--- src/rtl/core/mva_pkg.sv ---
// shared types and constants of the midi voice allocator
package mva_pkg;

   localparam logic [2:0] OP_NOTE_ON        = 3'd0;
   localparam logic [2:0] OP_NOTE_OFF       = 3'd1;
   localparam logic [2:0] OP_PEDAL_ON       = 3'd2;
   localparam logic [2:0] OP_PEDAL_OFF      = 3'd3;
   localparam logic [2:0] OP_ALL_NOTES_OFF  = 3'd4;
   localparam logic [2:0] OP_ALL_SOUND_OFF  = 3'd5;
   localparam logic [2:0] OP_VOICE_FINISHED = 3'd6;

   localparam logic [1:0] CMD_START   = 2'd0;
   localparam logic [1:0] CMD_RELEASE = 2'd1;
   localparam logic [1:0] CMD_KILL    = 2'd2;

   localparam int NOTE_COUNT = 128;

   typedef struct packed {
      logic [1:0] command;
      logic [3:0] voice;
      logic [6:0] note;
      logic [6:0] velocity;
   } cmd_type;

endpackage

--- src/rtl/core/mva_out_buf.sv ---
// command holding stage and output register that marks the last command of a request
module mva_out_buf (
   input  logic                clock,
   input  logic                reset,
   input  logic                push_valid,
   input  mva_pkg::cmd_type    push_data,
   output logic                push_ready,
   input  logic                fin_req,
   output logic                fin_done,
   output logic                rsp_valid,
   input  logic                rsp_ready,
   output logic [1:0]          rsp_command,
   output logic [3:0]          rsp_voice,
   output logic [6:0]          rsp_note_out,
   output logic [6:0]          rsp_velocity_out,
   output logic                rsp_last
);

   logic             hold_valid_ff, hold_valid_in;
   mva_pkg::cmd_type hold_ff, hold_in;
   logic             out_valid_ff, out_valid_in;
   mva_pkg::cmd_type out_ff, out_in;
   logic             last_ff, last_in;
   logic             can_move;

   assign can_move   = !out_valid_ff || rsp_ready;
   assign push_ready = !hold_valid_ff || can_move;
   assign fin_done   = fin_req && (!hold_valid_ff || can_move);

   always_comb begin
      hold_valid_in = hold_valid_ff;
      hold_in       = hold_ff;
      out_valid_in  = out_valid_ff && !rsp_ready;
      out_in        = out_ff;
      last_in       = last_ff;
      if (push_valid && push_ready) begin
         if (hold_valid_ff) begin
            out_valid_in = 1'b1;
            out_in       = hold_ff;
            last_in      = 1'b0;
         end
         hold_valid_in = 1'b1;
         hold_in       = push_data;
      end else if (fin_req && hold_valid_ff && can_move) begin
         out_valid_in  = 1'b1;
         out_in        = hold_ff;
         last_in       = 1'b1;
         hold_valid_in = 1'b0;
      end
   end

   always_ff @(posedge clock) begin
      if (reset) begin
         hold_valid_ff <= 1'b0;
         out_valid_ff  <= 1'b0;
      end else begin
         hold_valid_ff <= hold_valid_in;
         out_valid_ff  <= out_valid_in;
      end
      hold_ff <= hold_in;
      out_ff  <= out_in;
      last_ff <= last_in;
   end

   assign rsp_valid        = out_valid_ff;
   assign rsp_command      = out_ff.command;
   assign rsp_voice        = out_ff.voice;
   assign rsp_note_out     = out_ff.note;
   assign rsp_velocity_out = out_ff.velocity;
   assign rsp_last         = last_ff;

   a_no_overwrite: assert property (@(posedge clock) disable iff (reset)
      out_valid_ff && !rsp_ready |=> out_valid_ff && $stable(out_ff))
      else $error("pending command overwritten");
   a_fin_drains: assert property (@(posedge clock) disable iff (reset)
      fin_done |=> !hold_valid_ff)
      else $error("held command left after finish");

endmodule

--- src/rtl/core/midi_voice_allocator_unit.sv ---
// Polyphonic voice allocator with oldest-voice stealing. One request is taken at a time and
// req_ready stays low until its last command has left the holding stage. A sequencer walks the
// voice table one voice per cycle through a single note/age comparator, stalling on a voice
// whose command waits. Note on: a release scan, then up to two allocation scans; note off with
// the pedal up, all notes off and all sound off: one scan each; pedal off: all 128 notes and
// one scan per sustained note. Each command waits for the output side to take the one before.
module midi_voice_allocator_unit #(
   parameter int NUM_VOICES = 16
) (
   input  logic       clock,
   input  logic       reset,
   input  logic       csr_valid,
   output logic       csr_ready,
   input  logic [4:0] csr_polyphony,
   input  logic       req_valid,
   output logic       req_ready,
   input  logic [2:0] req_opcode,
   input  logic [6:0] req_note,
   input  logic [6:0] req_velocity,
   input  logic [3:0] req_voice_index,
   output logic       rsp_valid,
   input  logic       rsp_ready,
   output logic [1:0] rsp_command,
   output logic [3:0] rsp_voice,
   output logic [6:0] rsp_note_out,
   output logic [6:0] rsp_velocity_out,
   output logic       rsp_last
);

   localparam int VW = (NUM_VOICES > 1) ? $clog2(NUM_VOICES) : 1;

   localparam logic [3:0] S_IDLE  = 4'd0;
   localparam logic [3:0] S_REL   = 4'd1;
   localparam logic [3:0] S_PICK0 = 4'd2;
   localparam logic [3:0] S_PICK1 = 4'd3;
   localparam logic [3:0] S_START = 4'd4;
   localparam logic [3:0] S_PEDAL = 4'd5;
   localparam logic [3:0] S_ANO   = 4'd6;
   localparam logic [3:0] S_ASO   = 4'd7;
   localparam logic [3:0] S_FIN   = 4'd8;

   localparam logic [1:0] CTX_NOTE_ON  = 2'd0;
   localparam logic [1:0] CTX_NOTE_OFF = 2'd1;
   localparam logic [1:0] CTX_PEDAL    = 2'd2;

   logic [3:0]  state_ff, state_in;
   logic [1:0]  ctx_ff, ctx_in;
   logic [6:0]  note_ff, note_in;
   logic [6:0]  vel_ff, vel_in;
   logic [VW-1:0] idx_ff, idx_in;
   logic [6:0]  nidx_ff, nidx_in;
   logic [VW-1:0] best_ff, best_in;
   logic        found_ff, found_in;
   logic [31:0] best_age_ff, best_age_in;
   logic [31:0] age_cnt_ff, age_cnt_in;
   logic [4:0]  poly_ff;
   logic        pedal_ff, pedal_in;
   logic [mva_pkg::NOTE_COUNT-1:0] sust_ff, sust_in;
   logic [NUM_VOICES-1:0] act_ff, act_in;
   logic [NUM_VOICES-1:0] rel_ff, rel_in;
   logic [6:0]  vnote_ff [NUM_VOICES];
   logic [31:0] vage_ff [NUM_VOICES];

   logic        wr_en;
   logic [VW-1:0] wr_idx;

   logic        push_valid, push_ready, fin_req, fin_done;
   mva_pkg::cmd_type push_data;

   logic [2:0]  eff_op;
   logic [6:0]  poly7, lim7;
   logic [VW-1:0] lim_last, vi_idx;
   logic        cur_act, cur_rel, older, end_all, end_lim, hit;
   logic [6:0]  cur_note;
   logic [31:0] cur_age;

   assign csr_ready = 1'b1;
   assign req_ready = (state_ff == S_IDLE);

   assign poly7    = 7'(poly_ff);
   assign lim7     = (poly7 == 7'd0) ? 7'd1 :
                     (poly7 > 7'(NUM_VOICES)) ? 7'(NUM_VOICES) : poly7;
   assign lim_last = VW'(lim7 - 7'd1);
   assign vi_idx   = VW'(req_voice_index);

   assign cur_act  = act_ff[idx_ff];
   assign cur_rel  = rel_ff[idx_ff];
   assign cur_note = vnote_ff[idx_ff];
   assign cur_age  = vage_ff[idx_ff];
   assign older    = !found_ff || (cur_age < best_age_ff);
   assign end_all  = (idx_ff == VW'(NUM_VOICES - 1));
   assign end_lim  = (idx_ff == lim_last);

   assign eff_op = (req_opcode == mva_pkg::OP_NOTE_ON && req_velocity == 7'd0) ?
                   mva_pkg::OP_NOTE_OFF : req_opcode;

   always_comb begin
      state_in    = state_ff;
      ctx_in      = ctx_ff;
      note_in     = note_ff;
      vel_in      = vel_ff;
      idx_in      = idx_ff;
      nidx_in     = nidx_ff;
      best_in     = best_ff;
      found_in    = found_ff;
      best_age_in = best_age_ff;
      age_cnt_in  = age_cnt_ff;
      pedal_in    = pedal_ff;
      sust_in     = sust_ff;
      act_in      = act_ff;
      rel_in      = rel_ff;
      wr_en       = 1'b0;
      wr_idx      = best_ff;
      push_valid  = 1'b0;
      push_data   = '{command: mva_pkg::CMD_RELEASE, voice: 4'(idx_ff),
                      note: 7'd0, velocity: 7'd0};
      fin_req     = 1'b0;
      hit         = 1'b0;
      case (state_ff)
         S_IDLE: begin
            if (req_valid) begin
               note_in = req_note;
               vel_in  = req_velocity;
               idx_in  = '0;
               case (eff_op)
                  mva_pkg::OP_NOTE_ON: begin
                     sust_in[req_note] = 1'b0;
                     ctx_in   = CTX_NOTE_ON;
                     state_in = S_REL;
                  end
                  mva_pkg::OP_NOTE_OFF: begin
                     ctx_in = CTX_NOTE_OFF;
                     if (pedal_ff) begin
                        sust_in[req_note] = 1'b1;
                        state_in = S_FIN;
                     end else begin
                        state_in = S_REL;
                     end
                  end
                  mva_pkg::OP_PEDAL_ON: begin
                     pedal_in = 1'b1;
                     state_in = S_FIN;
                  end
                  mva_pkg::OP_PEDAL_OFF: begin
                     pedal_in = 1'b0;
                     nidx_in  = '0;
                     ctx_in   = CTX_PEDAL;
                     state_in = S_PEDAL;
                  end
                  mva_pkg::OP_ALL_NOTES_OFF: begin
                     sust_in  = '0;
                     state_in = S_ANO;
                  end
                  mva_pkg::OP_ALL_SOUND_OFF: begin
                     sust_in  = '0;
                     state_in = S_ASO;
                  end
                  mva_pkg::OP_VOICE_FINISHED: begin
                     if (32'(req_voice_index) < NUM_VOICES) begin
                        act_in[vi_idx] = 1'b0;
                        rel_in[vi_idx] = 1'b0;
                     end
                     state_in = S_FIN;
                  end
                  default: state_in = S_FIN;
               endcase
            end
         end
         S_REL, S_ANO, S_ASO: begin
            if (state_ff == S_ASO) begin
               hit = cur_act;
               push_data.command = mva_pkg::CMD_KILL;
            end else if (state_ff == S_ANO) begin
               hit = cur_act && !cur_rel;
            end else begin
               hit = cur_act && !cur_rel && (cur_note == note_ff);
            end
            push_valid = hit;
            if (!hit || push_ready) begin
               if (hit) begin
                  rel_in[idx_ff] = (state_ff != S_ASO);
                  if (state_ff == S_ASO) act_in[idx_ff] = 1'b0;
               end
               idx_in = idx_ff + VW'(1);
               if (end_all) begin
                  idx_in = '0;
                  if (state_ff != S_REL || ctx_ff == CTX_NOTE_OFF) begin
                     state_in = S_FIN;
                  end else if (ctx_ff == CTX_NOTE_ON) begin
                     found_in = 1'b0;
                     state_in = S_PICK0;
                  end else if (nidx_ff == 7'd127) begin
                     state_in = S_FIN;
                  end else begin
                     nidx_in  = nidx_ff + 7'd1;
                     state_in = S_PEDAL;
                  end
               end
            end
         end
         S_PEDAL: begin
            if (sust_ff[nidx_ff]) begin
               sust_in[nidx_ff] = 1'b0;
               note_in  = nidx_ff;
               idx_in   = '0;
               state_in = S_REL;
            end else if (nidx_ff == 7'd127) begin
               state_in = S_FIN;
            end else begin
               nidx_in = nidx_ff + 7'd1;
            end
         end
         S_PICK0: begin
            if (!cur_act) begin
               best_in  = idx_ff;
               state_in = S_START;
            end else begin
               if (cur_rel && older) begin
                  best_in     = idx_ff;
                  best_age_in = cur_age;
                  found_in    = 1'b1;
               end
               idx_in = idx_ff + VW'(1);
               if (end_lim) begin
                  idx_in = '0;
                  if (found_in) begin
                     state_in = S_START;
                  end else begin
                     state_in = S_PICK1;
                  end
               end
            end
         end
         S_PICK1: begin
            if (older) begin
               best_in     = idx_ff;
               best_age_in = cur_age;
               found_in    = 1'b1;
            end
            idx_in = idx_ff + VW'(1);
            if (end_lim) begin
               idx_in   = '0;
               state_in = S_START;
            end
         end
         S_START: begin
            push_valid = 1'b1;
            push_data  = '{command: mva_pkg::CMD_START, voice: 4'(best_ff),
                           note: note_ff, velocity: vel_ff};
            if (push_ready) begin
               age_cnt_in      = age_cnt_ff + 32'd1;
               act_in[best_ff] = 1'b1;
               rel_in[best_ff] = 1'b0;
               wr_en           = 1'b1;
               state_in        = S_FIN;
            end
         end
         S_FIN: begin
            fin_req = 1'b1;
            if (fin_done) state_in = S_IDLE;
         end
         default: state_in = S_IDLE;
      endcase
   end

   always_ff @(posedge clock) begin
      if (reset) begin
         state_ff   <= S_IDLE;
         age_cnt_ff <= '0;
         poly_ff    <= 5'd16;
         pedal_ff   <= 1'b0;
         sust_ff    <= '0;
         act_ff     <= '0;
         rel_ff     <= '0;
         found_ff   <= 1'b0;
      end else begin
         state_ff   <= state_in;
         age_cnt_ff <= age_cnt_in;
         if (csr_valid) poly_ff <= csr_polyphony;
         pedal_ff   <= pedal_in;
         sust_ff    <= sust_in;
         act_ff     <= act_in;
         rel_ff     <= rel_in;
         found_ff   <= found_in;
      end
      ctx_ff      <= ctx_in;
      note_ff     <= note_in;
      vel_ff      <= vel_in;
      idx_ff      <= idx_in;
      nidx_ff     <= nidx_in;
      best_ff     <= best_in;
      best_age_ff <= best_age_in;
   end

   always_ff @(posedge clock) begin
      if (reset) begin
         for (int i = 0; i < NUM_VOICES; i++) begin
            vnote_ff[i] <= '0;
            vage_ff[i]  <= '0;
         end
      end else if (wr_en) begin
         vnote_ff[wr_idx] <= note_ff;
         vage_ff[wr_idx]  <= age_cnt_in;
      end
   end

   mva_out_buf u_out_buf (
      .clock            (clock),
      .reset            (reset),
      .push_valid       (push_valid),
      .push_data        (push_data),
      .push_ready       (push_ready),
      .fin_req          (fin_req),
      .fin_done         (fin_done),
      .rsp_valid        (rsp_valid),
      .rsp_ready        (rsp_ready),
      .rsp_command      (rsp_command),
      .rsp_voice        (rsp_voice),
      .rsp_note_out     (rsp_note_out),
      .rsp_velocity_out (rsp_velocity_out),
      .rsp_last         (rsp_last)
   );

   a_start_sets_active: assert property (@(posedge clock) disable iff (reset)
      wr_en |=> act_ff[$past(wr_idx)] && !rel_ff[$past(wr_idx)])
      else $error("started voice not active");
   a_releasing_is_active: assert property (@(posedge clock) disable iff (reset)
      (rel_ff & ~act_ff) == '0)
      else $error("releasing voice not active");

endmodule
--- config.mk ---
export PLATFORM = sky130hd
export DESIGN_NAME = midi_voice_allocator_unit
export DESIGN_NICKNAME = d
export VERILOG_FILES = /design/src/rtl/core/mva_pkg.sv /design/src/rtl/core/mva_out_buf.sv /design/src/rtl/core/midi_voice_allocator_unit.sv
export SDC_FILE = /design/constraint.sdc
export NUM_CORES = 2
export LEC_CHECK = 0
export BUFFER_PORTS_ARGS = -buffer_cell sky130_fd_sc_hd__buf_2
export CORE_MARGIN = 2
export CORE_UTILIZATION = 64
export CTS_CLUSTER_DIAMETER = 80
export DETAILED_ROUTE_END_ITERATION = 10
export HOLD_SLACK_MARGIN = 0.15
export PLACE_DENSITY_LB_ADDON = 0.1
export SYNTH_ARGS = -nofsm -noshare
export SYNTH_HDL_FRONTEND = slang
export SYNTH_HIERARCHICAL = 1
export SYNTH_SLANG_ARGS = --single-unit
--- constraint.sdc ---
create_clock -name clock -period 9 [get_ports clock]
set_input_delay 2.25 -clock clock [delete_from_list [all_inputs] [get_ports clock]]
set_output_delay 2.25 -clock clock [all_outputs]
set_load 0.03 [all_outputs]
==> results.py <==
metrics = {
    "outcome": {
        "outcome": "finished, final reports clean",
    },
    "synthesis": {
        "synth.distinct_cells": 87,
        "avgSynthCellArea_um2": 11.7,
        "synthTopCellsByArea": "edfxtp_1 (48%), mux4_2 (10%), dfxtp_1 (9.2%)",
        "yosysWarnings": 6,
        "ys_ff_latch": 937,
        "synth-async-reset-ratio_pct": 0,
        "netlist.area_leader.share_pct": 48.2,
        "ys.flop_type": "edfxtp_1",
        "synth_area_um2": 45300,
        "yosysTopAreaCell": "edfxtp_1",
        "syn_inst": 3873,
        "ys_seq_area_share_pct": 57.5,
        "synth_nets": 3942,
        "synth-edff-count": 728,
    },
    "setup_path": {
        "cp_max_fo": 79,
        "crit_arrival_ns": 6.32,
        "r2r_slack_ns": 2.95,
        "cp-start-kind": "flop",
        "cp-end-kind": "flop",
        "required_ns": 9.26,
        "worstSetupPathType": "flop to flop",
        "r2r_cells": 13,
        "rr_endpoint": "best_age_ff[18]$_DFFE_PP_",
    },
    "clocking": {
        "insertion_delay_ns": 0.66,
        "post_cts_buffers": 0,
        "hold_buffers": 0,
        "cts_max_level": 3,
        "numCtsBuffers": 96,
        "clk_pin_slew_worst_paths_ns": 0.06,
        "cts_tree": "yes",
        "clkSinkCount": 937,
        "cts-resized-gates": 0,
        "cts_root_buf": "clkbuf_16",
        "cts.path.max_buffers": 3,
    },
    "detailed_routing": {
        "first_pass_iters": 6,
        "routed_wl_um": 128000,
        "via_count": 32859,
        "drc": 0,
        "via_per_inst": 6.92,
        "ant_nets": 0,
        "post_drt_wl_per_cell_um": 27.0,
        "drt_first_iter_violations": 4466,
    },
    "floorplan": {
        "rows": 97,
        "io_pins": 55,
        "die_area_um2": 73000,
        "core_area_um2": 70000,
        "start_util_pct": 64.7,
        "chipWidth_um": 270,
        "die-height_um": 270,
    },
    "final_layout": {
        "antenna_cells": 0,
        "layout-drive-gt1-share_pct": 14.8,
        "area_growth_pct": 8.73,
        "fin_nets": 3798,
    },
    "timing": {
        "setup_viol": 0,
        "hold_viol": 0,
        "tightest_slew_ns": 1.39,
        "final.min_clock_period_ns": 6.05,
        "fin_skew_ns": 0.0345,
        "drv_slew": 0,
        "period_share_pct": 67.3,
        "slew_headroom_pct": 7.19,
        "fin_tns_setup_ns": 0,
        "fmax_ghz": 0.165,
        "rsz0062_at_grt": "no",
    },
    "placement": {
        "gp_congestion": 0.905,
        "numPortBuffers": 53,
        "hpwlAfterDp_um": 71700,
    },
    "power": {
        "total_power_w": 0.0126,
        "peakVddDrop_mv": 0.211,
        "p_per_area_nw_per_um2": 255,
        "p_leak_nw": 17.1,
    },
    "grt": {
        "antenna_found_initial": 1,
        "globalRouteOverflowTotal": 0,
        "track_usage_pct": 35.0,
        "grt_pass1_vias": 32995,
        "grt_max_degree": 118,
        "grt_pass1_wl_um": 196000,
    },
    "hold_path": {
        "hold_path.startpoint": "u_out_buf/hold_ff[6]$_DFFE_PP_",
        "min_path_type": "flop to flop",
        "worstHoldEndpoint": "u_out_buf/rsp_velocity_out[6]$_DFFE_PP_",
        "whs_path_depth": 0,
    },
    "run": {
        "drv_cap": 0,
    },
}
==> Yosys cell counts, drive strengths merged (6+ instances only) <==
cell      n
a32o      9
mux4    203
nand3    58
edfxtp  728
or2       6
buf      76
o211ai   10
nor3     18
nand2   132
o31ai   147
nor2    786
a22oi     8
xnor2    23
ha       38
a21o     12
nand4    14
a211oi   25
or3       6
o21ai   161
nor4      9
inv      53
nand3b   12
and2     49
clkbuf  297
mux2i    50
mux2     18
dfxtp   209
a21oi   328
and3     86
nor2b    31
a22o    135
a221oi    7
xor2     24
nand2b   17
==> cells by family (layout without fill, tap and decap cells) <==
family	count (synthesis)	count (layout)	share of synthesized area, %
other	1	1	0.00827
adders and majority gates	38	38	1.05
xor gates and xnor gates	47	47	0.908
muxes	271	271	11.7
DFF	937	937	57.5
and+or+nand+nor	1249	1249	12.2
buffers and inverters	427	360	3.78
AOI/OAI and AO/OA	903	903	12.9
==> per-stage QoR <==
stage,hold slack [ns],cell area (µm²),cells,util [%],worst slack (ns)
6_report,0.421,49300,4746,70.4,2.95
5_1_grt,0.427,49300,4746,70.4,2.56
2_1_floorplan,0.400,45300,3873,-,2.69
3_3_place_gp,0.403,46100,4570,65.8,2.92
4_1_cts,0.427,49200,4745,70.3,2.88
3_5_place_dp,0.411,46100,4570,65.8,2.79
==> power breakdown <==
part | switching (W) | leakage (nW) | internal (W)
Clock | 0.00169 | 1.55 | 0.00233
Sequential | 0.000309 | 9.09 | 0.00495
Combinational | 0.00201 | 6.43 | 0.00128
Total | 0.00401 | 17.1 | 0.00856
==> critical path: stages (launching register included) <==
cell       delay (ns)
dfxtp_4          0.68
buf_12           0.56
mux4_2           0.59
mux4_2           0.50
ha_1             0.31
a21o_1           0.17
a21o_1           0.17
a21o_1           0.16
a21o_1           0.17
a21oi_1          0.13
nor2_1           0.06
a2111oi_0        0.63
a21oi_1          0.45
nor2_4           0.98
==> flip-flops by register name, summed over array words and instances (netlist names), 5 cells and up, named ones only <==
signal / flops
act_ff: 16
rel_ff: 16
u_out_buf/rsp_note_out: 7
vel_ff: 7
age_cnt_ff: 32
sust_ff: 128
note_ff: 7
poly_ff: 5
vnote_ff: 112
vage_ff: 512
best_age_ff: 32
u_out_buf/hold_ff: 20
nidx_ff: 7
u_out_buf/rsp_velocity_out: 7
==> area by class of cell <==
cell class | instances | area (µm²)
clock buffers | 124 | 2600
clock inverters | 51 | 563
fillers | 4723 | 20700
inverters | 54 | 203
multi-input cells | 2509 | 17800
flip-flops and latches | 937 | 26100
well taps | 940 | 1180
repair buffers | 131 | 882
==> how the worst max path moves through the flow <==
stage	from	to	slack, ns	cells past startpoint
finish	flop	best_age_ff[18]$_DFFE_PP_	2.95	13
global route	flop	best_age_ff[31]$_DFFE_PP_	2.56	13
CTS	flop	best_age_ff[18]$_DFFE_PP_	2.88	13
detailed placement	flop	best_age_ff[28]$_DFFE_PP_	2.79	13
global placement	flop	best_age_ff[29]$_DFFE_PP_	2.92	13
floorplan	flop	best_age_ff[0]$_DFFE_PP_	2.69	17
==> placed cells by master (no fill, tap or decap), types with 7 or more instances in the layout <==
| master | netlist | routed |
|---|---|---|
| nand2_2 | 1 | 29 |
| nand3_1 | 58 | 53 |
| dfxtp_1 | 209 | 205 |
| and3_1 | 86 | 86 |
| buf_2 | 21 | 52 |
| mux4_2 | 201 | 201 |
| nand2_1 | 131 | 103 |
| nor3_1 | 17 | 14 |
| a22o_1 | 135 | 135 |
| nor4_1 | 9 | 8 |
| nor2_1 | 786 | 783 |
| nand3b_1 | 12 | 12 |
| o31ai_1 | 147 | 147 |
| a21oi_1 | 328 | 326 |
| edfxtp_1 | 728 | 728 |
| a211oi_1 | 25 | 25 |
| a221oi_1 | 7 | 7 |
| nor2b_1 | 31 | 31 |
| nand2b_1 | 17 | 17 |
| xor2_1 | 24 | 22 |
| xnor2_1 | 23 | 20 |
| a32o_1 | 9 | 9 |
| inv_1 | 53 | 53 |
| o211ai_1 | 10 | 10 |
| mux2_2 | 18 | 18 |
| o21ai_0 | 155 | 155 |
| a21o_1 | 12 | 12 |
| and2_1 | 49 | 49 |
| clkbuf_1 | 297 | 22 |
| bufinv_16 | 0 | 10 |
| a22oi_1 | 8 | 8 |
| clkinv_1 | 1 | 17 |
| buf_4 | 19 | 76 |
| nand4_1 | 14 | 14 |
| clkinv_2 | 0 | 18 |
| mux2i_1 | 50 | 50 |
| ha_1 | 38 | 38 |
| clkbuf_16 | 0 | 99 |
==> layer usage <==
metal  up-vias  global-route usage (%)  routed length (µm)
met4         0                    15.4                5800
met1     16254                    46.3               47000
li1      14142                       -                   -
met2      2048                    58.0               63000
met5         -                       0                   0
met3       415                    5.50               12400
No activity file was read; power rests on OpenSTA's default activity.
